## config.mk

```make
export PLATFORM = sky130hd
export DESIGN_NAME = call_graph_transitive_closure_top
export DESIGN_NICKNAME = d
export VERILOG_FILES = /design/src/cgtc_pkg.sv /design/src/call_graph_transitive_closure_top.sv /design/src/cgtc_seq.sv
export SDC_FILE = /design/constraint.sdc
export NUM_CORES = 2
export LEC_CHECK = 0
export BUFFER_PORTS_ARGS = -buffer_cell sky130_fd_sc_hd__buf_2
export CAP_MARGIN = 40
export CORE_UTILIZATION = 40
export DETAILED_ROUTE_END_ITERATION = 12
export MAX_ROUTING_LAYER = met4
export SYNTH_ARGS = -nofsm -noshare
export SYNTH_HDL_FRONTEND = slang
export SYNTH_SLANG_ARGS = --single-unit
```

## constraint.sdc

```tcl
create_clock -name clk -period 6 [get_ports clk]
set_clock_uncertainty 0.15 [all_clocks]
set_input_delay 0.3 -clock clk [delete_from_list [all_inputs] [get_ports clk]]
set_output_delay 0.3 -clock clk [all_outputs]
set_load 0.01 [all_outputs]
```

## src/cgtc_pkg.sv

```systemverilog
// ----------------------------------------------------------------------------
// cgtc_pkg
// Shared types, widths and the control store of the call-graph closure block.
// ----------------------------------------------------------------------------
`default_nettype none

package cgtc_pkg;

  localparam int CNT_W       = 6;    // node_count register width
  localparam int ROW_W       = 5;    // row index field width
  localparam int BITS_W      = 32;   // row bit mask field width
  localparam int IN_TDATA_W  = 40;   // row_index + callee_bits, byte padded
  localparam int OUT_TDATA_W = 72;   // out_row + direct + indirect, byte padded

  localparam logic [CNT_W-1:0] NODE_COUNT_RST = 6'd32;

  // Step addresses of the control store
  typedef logic [2:0] step_t;
  localparam step_t ST_LOAD   = 3'd0;
  localparam step_t ST_INIT   = 3'd1;
  localparam step_t ST_CLOSE  = 3'd2;
  localparam step_t ST_REWIND = 3'd3;
  localparam step_t ST_EMIT   = 3'd4;

  typedef enum logic [2:0] {
    COND_ALWAYS,
    COND_IN_LAST,
    COND_N_ZERO,
    COND_K_LAST,
    COND_EMIT_LAST
  } cond_t;

  // One control word: datapath strobes plus sequencing
  typedef struct packed {
    logic  accept;  // input channel open
    logic  init;    // mask rows, copy direct into reach
    logic  close;   // one Warshall pivot column, all rows in parallel
    logic  rewind;  // clear node counter
    logic  emit;    // offer one result row
    cond_t cond;    // jump condition
    logic  hold;    // stay on this step while condition is false
    step_t tgt;     // jump target
  } cgtc_uword_t;

  // Status flags from datapath to sequencer
  typedef struct packed {
    logic in_last_fire;
    logic n_zero;
    logic k_last;
    logic emit_last_fire;
  } cgtc_stat_t;

  function automatic cgtc_uword_t cgtc_rom(input step_t step);
    cgtc_uword_t w;
    w = '0;
    unique case (step)
      ST_LOAD: begin
        w.accept = 1'b1; w.cond = COND_IN_LAST;   w.hold = 1'b1; w.tgt = ST_INIT;
      end
      ST_INIT: begin
        w.init   = 1'b1; w.cond = COND_N_ZERO;    w.hold = 1'b0; w.tgt = ST_LOAD;
      end
      ST_CLOSE: begin
        w.close  = 1'b1; w.cond = COND_K_LAST;    w.hold = 1'b1; w.tgt = ST_REWIND;
      end
      ST_REWIND: begin
        w.rewind = 1'b1; w.cond = COND_ALWAYS;    w.hold = 1'b0; w.tgt = ST_EMIT;
      end
      ST_EMIT: begin
        w.emit   = 1'b1; w.cond = COND_EMIT_LAST; w.hold = 1'b1; w.tgt = ST_LOAD;
      end
      default: begin
        w.cond = COND_ALWAYS; w.hold = 1'b0; w.tgt = ST_LOAD;
      end
    endcase
    return w;
  endfunction

endpackage

`default_nettype wire

```

## src/call_graph_transitive_closure_top.sv

```systemverilog
// ----------------------------------------------------------------------------
// call_graph_transitive_closure_top
// Bit-matrix Warshall closure of a call graph, run by a small control store.
// ----------------------------------------------------------------------------
// Usage:
//   in_*  : one adjacency row per transfer. tdata = {callee_bits, row_index},
//           tlast marks the final row and starts the closure.
//   out_* : one result per active node 0..n-1, tdata = {indirect, direct, row},
//           tlast on node n-1. n = node_count saturated to MAX_NODES.
//   cfg_* : node_count write, taken on any cycle with cfg_wr_en high.
// Timing:
//   Rows load one per cycle while the sequencer sits on its load step.
//   After the last row: a mask/copy step, then n pivot updates (one
//   pivot column per cycle, all rows updated in parallel), a rewind step,
//   then n result transfers, one per cycle when out_tready stays high.
//   With n = 0 only the mask/copy step follows the rows.
// Reset: direct rows cleared, node_count = 32, sequencer on the load step.
// Stall: a held result stays in the output register; the emit step waits,
//   and the input stays closed until the last result is registered.
// ----------------------------------------------------------------------------
`default_nettype none

module call_graph_transitive_closure_top
  import cgtc_pkg::*;
#(
  parameter int MAX_NODES = 32
) (
  input  wire logic                   clk,
  input  wire logic                   rst_n,
  // input rows
  input  wire logic                   in_tvalid,
  output logic                        in_tready,
  input  wire logic [IN_TDATA_W-1:0]  in_tdata,   // [4:0] row_index, [36:5] callee_bits
  input  wire logic                   in_tlast,   // last_row
  // results
  output logic                        out_tvalid,
  input  wire logic                   out_tready,
  output logic [OUT_TDATA_W-1:0]      out_tdata,  // [4:0] out_row, [36:5] direct_bits,
                                                  // [68:37] indirect_bits
  output logic                        out_tlast,  // last_out
  // configuration
  input  wire logic                   cfg_wr_en,
  input  wire logic [CNT_W-1:0]       cfg_wr_data // node_count
);

  localparam int IW = (MAX_NODES > 1) ? $clog2(MAX_NODES) : 1;   // node index width
  localparam int NW = $clog2(MAX_NODES + 1);                      // node count width

  typedef logic [MAX_NODES-1:0] row_t;

  // ---------------------------------------------------------------------------
  // Registers
  // ---------------------------------------------------------------------------
  logic [CNT_W-1:0]   node_count_r;
  row_t               direct_r [MAX_NODES];   // direct call rows, reset to zero
  row_t               reach_r  [MAX_NODES];   // closure rows, written at init
  logic [IW-1:0]      k_r;                    // pivot / output node counter

  logic               out_valid_r;
  logic [ROW_W-1:0]   out_row_r;
  logic [BITS_W-1:0]  out_direct_r;
  logic [BITS_W-1:0]  out_indirect_r;
  logic               out_last_r;

  // ---------------------------------------------------------------------------
  // Sequencer
  // ---------------------------------------------------------------------------
  cgtc_uword_t uw;
  cgtc_stat_t  stat;

  cgtc_seq u_seq (
    .clk   (clk),
    .rst_n (rst_n),
    .stat  (stat),
    .uword (uw)
  );

  // ---------------------------------------------------------------------------
  // Decode
  // ---------------------------------------------------------------------------
  logic [NW-1:0]     n;
  logic [CNT_W-1:0]  n6;
  row_t              mask;
  logic [ROW_W-1:0]  in_row;
  logic [BITS_W-1:0] in_bits;
  logic              in_fire;
  logic              row_ok;
  logic              k_last;
  logic              emit_fire;
  row_t              pivot;
  row_t              k_hot;
  row_t              rd_direct;

  assign n  = (node_count_r > CNT_W'(MAX_NODES)) ? NW'(MAX_NODES) : node_count_r[NW-1:0];
  assign n6 = CNT_W'(n);

  always_comb begin
    for (int b = 0; b < MAX_NODES; b++) begin
      mask[b] = (CNT_W'(b) < n6);
    end
  end

  assign in_row   = in_tdata[ROW_W-1:0];
  assign in_bits  = in_tdata[ROW_W +: BITS_W];
  assign in_tready = uw.accept;
  assign in_fire  = in_tvalid && uw.accept;
  assign row_ok   = (CNT_W'(in_row) < n6);

  assign k_last    = ((CNT_W'(k_r) + CNT_W'(1)) == n6);
  assign emit_fire = uw.emit && (!out_valid_r || out_tready);
  assign pivot     = reach_r[k_r];
  assign rd_direct = direct_r[k_r];
  assign k_hot     = row_t'(1) << k_r;

  assign stat.in_last_fire   = in_fire && in_tlast;
  assign stat.n_zero         = (n == '0);
  assign stat.k_last         = k_last;
  assign stat.emit_last_fire = emit_fire && k_last;

  // ---------------------------------------------------------------------------
  // Configuration
  // ---------------------------------------------------------------------------
  always_ff @(posedge clk) begin
    if (!rst_n) begin
      node_count_r <= NODE_COUNT_RST;
    end else if (cfg_wr_en) begin
      node_count_r <= cfg_wr_data;
    end
  end

  // ---------------------------------------------------------------------------
  // Direct rows: load, and re-mask to n when the closure starts
  // ---------------------------------------------------------------------------
  always_ff @(posedge clk) begin
    if (!rst_n) begin
      for (int i = 0; i < MAX_NODES; i++) begin
        direct_r[i] <= '0;
      end
    end else if (uw.init) begin
      for (int i = 0; i < MAX_NODES; i++) begin
        if (CNT_W'(i) < n6) begin
          direct_r[i] <= direct_r[i] & mask & ~(row_t'(1) << i);
        end
      end
    end else if (in_fire && row_ok) begin
      direct_r[in_row[IW-1:0]] <= in_bits[MAX_NODES-1:0] & mask
                                  & ~(row_t'(1) << in_row[IW-1:0]);
    end
  end

  // ---------------------------------------------------------------------------
  // Reach rows: copy, then one pivot column per cycle over all rows
  // ---------------------------------------------------------------------------
  always_ff @(posedge clk) begin
    if (uw.init) begin
      for (int i = 0; i < MAX_NODES; i++) begin
        reach_r[i] <= direct_r[i] & mask & ~(row_t'(1) << i);
      end
    end else if (uw.close) begin
      for (int i = 0; i < MAX_NODES; i++) begin
        if (reach_r[i][k_r]) begin
          reach_r[i] <= reach_r[i] | pivot;
        end
      end
    end
  end

  // ---------------------------------------------------------------------------
  // Node counter
  // ---------------------------------------------------------------------------
  always_ff @(posedge clk) begin
    if (!rst_n) begin
      k_r <= '0;
    end else if (uw.init || uw.rewind) begin
      k_r <= '0;
    end else if (uw.close || emit_fire) begin
      k_r <= k_r + IW'(1);
    end
  end

  // ---------------------------------------------------------------------------
  // Output register
  // ---------------------------------------------------------------------------
  always_ff @(posedge clk) begin
    if (!rst_n) begin
      out_valid_r <= 1'b0;
    end else if (emit_fire) begin
      out_valid_r <= 1'b1;
    end else if (out_tready) begin
      out_valid_r <= 1'b0;
    end
  end

  always_ff @(posedge clk) begin
    if (emit_fire) begin
      out_row_r      <= ROW_W'(k_r);
      out_direct_r   <= BITS_W'(rd_direct);
      out_indirect_r <= BITS_W'(pivot & ~k_hot & ~rd_direct);
      out_last_r     <= k_last;
    end
  end

  assign out_tvalid = out_valid_r;
  assign out_tdata  = {{(OUT_TDATA_W - ROW_W - 2*BITS_W){1'b0}},
                       out_indirect_r, out_direct_r, out_row_r};
  assign out_tlast  = out_last_r;

endmodule

`default_nettype wire

```

## src/cgtc_seq.sv

```systemverilog
// ----------------------------------------------------------------------------
// cgtc_seq
// Step counter over the control store, with conditional jumps.
// ----------------------------------------------------------------------------
`default_nettype none

module cgtc_seq
  import cgtc_pkg::*;
(
  input  wire logic        clk,
  input  wire logic        rst_n,
  input  wire cgtc_stat_t  stat,
  output cgtc_uword_t      uword
);

  step_t step_r;
  step_t step_nxt;
  logic  take;

  assign uword = cgtc_rom(step_r);

  always_comb begin
    unique case (uword.cond)
      COND_ALWAYS:    take = 1'b1;
      COND_IN_LAST:   take = stat.in_last_fire;
      COND_N_ZERO:    take = stat.n_zero;
      COND_K_LAST:    take = stat.k_last;
      COND_EMIT_LAST: take = stat.emit_last_fire;
      default:        take = 1'b1;
    endcase
  end

  always_comb begin
    priority if (take) begin
      step_nxt = uword.tgt;
    end else if (uword.hold) begin
      step_nxt = step_r;
    end else begin
      step_nxt = step_r + step_t'(1);
    end
  end

  always_ff @(posedge clk) begin
    if (!rst_n) begin
      step_r <= ST_LOAD;
    end else begin
      step_r <= step_nxt;
    end
  end

endmodule

`default_nettype wire
```

==> impl_metrics.toml <==
[pwr]
finalPower_mw = 76.5
p_leak_nw = 47.8
ir_drop_v = 0.000448
power.density_nw_per_um2 = 567

[logic_synthesis]
synth.area.top_cells = "edfxtp_1 53%, mux4_2 12%, mux2i_1 8.1%"
synth-edff-count = 2118
synth_flop_cell = "edfxtp_1"
syn_inst = 10000
ys_seq_area_frac = 0.535
ys_seq_elements = 2138
synth_cell_types = 74
async_reset_ff_frac = 0
synthTopCellsByCount = "2118 x edfxtp_1, 1066 x nand2_1, 992 x nor2_1, 970 x mux2i_1, 658 x nand3_1"
netlist_area_um2 = 120000
syn_area_per_cell_um2 = 12.0
synth_warnings = 0
synth_area_leader_cell = "edfxtp_1"
synth.most_common_cell = "edfxtp_1"
synth_top_area_frac = 0.531

[critical_path]
crit_path_start_kind = "flop"
reg2reg_from = "node_count_r[1]$_SDFFE_PN0P_"
end_kind = "flop"
path_common_cell = "buf_4"
cpPeakStageDelay_ns = 0.79
worst-endpoint-required_ns = 6.43
path_delay_family = "simple AND/OR/NAND/NOR gates"
critPathSlowestCell = "nand2_2"
path_class = "flop to flop"
worstPathCellList = "nor2b_1 -> inv_1 -> ha_1 -> a21o_1 -> a211oi_4 -> buf_4 -> o2111ai_4 -> nand2_2 -> buf_4"
rr_endpoint = "direct_r[26][27]$_DFFE_PP_"
crit_fanout = 16
path_buf_inv = 3
arrival_ns = 5.37
rr_worst_depth = 9
rrSetupSlack_ns = 1.06

[die]
dieHeight_um = 549
initial_core_util = 0.403
core-area_um2 = 297000
num_io_pins = 127
rows = 200
chipWidth_um = 549
die_area_um2 = 302000

[timing]
slew_headroom = 0.127
tightest_slew_ns = 1.31
setup_total_negative_slack_ns = 0
fin_crit_ns = 4.94
finalSetupViolCount = 0
timing.final.ws_setup_ns = 1.06
fmax_mhz = 202
hold_slack_ns = 0.0573
min_period_over_period = 0.824
rsz0062_at_grt = "no"
slew_violations = 0
finalHoldViolations = 0

[detailed_routing]
wirelength_um = 584000
vias = 101000
drc = 0
routed_via_density = 7.13
wl_per_cell_um = 41.3
dr.pass1.iters = 12
ant_nets = 0
dr.first_iter.drc_count = 19600

[global_routing]
grt_pass1_vias = 93300
grt_pass1_wl_um = 788000
antenna_found_initial = 38
gr-max-usage-layer = "met2"
gr-total-overflow = 0
grtUsageMet2 = 0.515
use_met1 = 0.485
grt_usage = 0.390
grt_start_max_net_pins = 214
grtUsageMet3 = 0.141

[placed_design]
place_ws_ns = 1.41
placed_cells = 13600
io_buffers = 120
gp_congestion = 1.07
hpwlAfterDp_um = 401000

[job]
maxCapViolCount = 0

[cts]
postCtsSetupBuffers = 0
cts.path.max_buffers = 4
cts-htree-levels = 4
cts_tree = "yes"
clock-sinks = 2138
root_buffer = "clkbuf_16"
numCtsBuffers = 238
clkTransAtPathRegs_ns = 0.07
clock_latency_ns = 0.99

[finish]
synthToLayoutAreaGrowth_pct = 12.7
multi_input_area_um2 = 52100
stdcell_count = 14100
nNetsFinal = 10000
layout-drive-gt1-share = 0.180
regArea_um2 = 64000
filler_cell_count = 27100

[worst_hold_path]
worstHoldPathCells = 4
hold_path.class = "primary input to flop"
min_to = "direct_r[6][4]$_DFFE_PP_"
min_from = "in_tdata[9]"

[status]
status = "completed"
==> worst register-to-register path, cell delays in order, from the launching register on <==
cell and delay (ns):
dfxtp_1 0.33, nor2b_1 0.63, inv_1 0.29, ha_1 0.36, a21o_1 0.18, a211oi_4 0.36, buf_4 0.41, o2111ai_4 0.58
nand2_2 0.80, buf_4 0.47
==> power by group <==
| group | internal (mW) | switching (mW) |
|---|---|---|
| Combinational | 10.1 | 22.7 |
| Sequential | 24.1 | 4.72 |
| Clock | 8.14 | 6.69 |
==> metrics by stage <==
stage,cell area [um2],utilization
2_1_floorplan,120000,-
3_3_place_gp,126000,0.423
3_5_place_dp,127000,0.427
4_1_cts,135000,0.453
5_1_grt,135000,0.454
6_report,135000,0.454
==> final cells by class <==
| class | instances | share of cell area |
|---|---|---|
| clock buffer | 296 | 0.0464 |
| multi-input combinational | 6919 | 0.386 |
| sequential | 2138 | 0.474 |
| tap | 3939 | 0.0365 |
| clock inverter | 143 | 0.00986 |
| inverter | 15 | 0.000417 |
| timing repair buffer | 655 | 0.0453 |
| antenna | 43 | 0.000797 |
==> metal layers <==
metal / wire length, um / vias up
met2: 234000 / 9775
met3: 93400 / 1997
li1: - / 38700
met5: 0 / -
met4: 54900 / 0
met1: 202000 / 50400
==> placed cells by master, fill, tap and decap left out, types with 240 or more instances in the layout <==
cell	n
nor2_1	984
buf_4	393
mux4_2	646
clkbuf_16	240
nand3_1	646
o21ai_0	647
nand2_1	1025
a21oi_1	320
nor3_1	272
edfxtp_1	2118
o22ai_1	471
mux2i_1	970
==> sequential cells by signal (all words and copies together) (netlist names), named ones only <==
register	cells
out_tvalid	1
u_seq.step_r	3
out_row_r	5
k_r	5
out_direct_r	32
reach_r	1024
node_count_r	6
direct_r	1024
out_indirect_r	32
out_tlast	1
==> worst max path at each step <==
stage               cells past startpoint                         start                         end
global placement                       10  node_count_r[1]$_SDFFE_PN0P_  direct_r[25][27]$_DFFE_PP_
finish                                  9  node_count_r[1]$_SDFFE_PN0P_  direct_r[26][27]$_DFFE_PP_
global route                            9  node_count_r[1]$_SDFFE_PN0P_  direct_r[26][27]$_DFFE_PP_
detailed placement                     11  node_count_r[1]$_SDFFE_PN0P_  direct_r[16][26]$_DFFE_PP_
floorplan                               6  u_seq.step_r[1]$_SDFFE_PN0P_   direct_r[29][0]$_DFFE_PP_
CTS                                    11  node_count_r[1]$_SDFFE_PN0P_  direct_r[16][27]$_DFFE_PP_
==> kinds of logic after synthesis <==
| group | share of synthesized area |
|---|---|
| AND/OR/NAND/NOR | 0.116 |
| flip-flops | 0.535 |
| AO/OA/AOI/OAI | 0.101 |
| multiplexers | 0.208 |
| buffers and inverters | 0.0387 |
| adder cells (fa/ha/maj) | 0.00157 |
| XOR/XNOR | 0.000752 |
| other | 0.0000313 |
==> what timing repair did <==
item | 4_1_cts | 5_1_grt
endpoints found under the setup margin | 0 | 0
hold buffers | 31 | 0
hold endpoints to repair | 186 | 0
gates resized for setup | 0 | 0
Note: power is estimated with default switching activity, not from simulation.
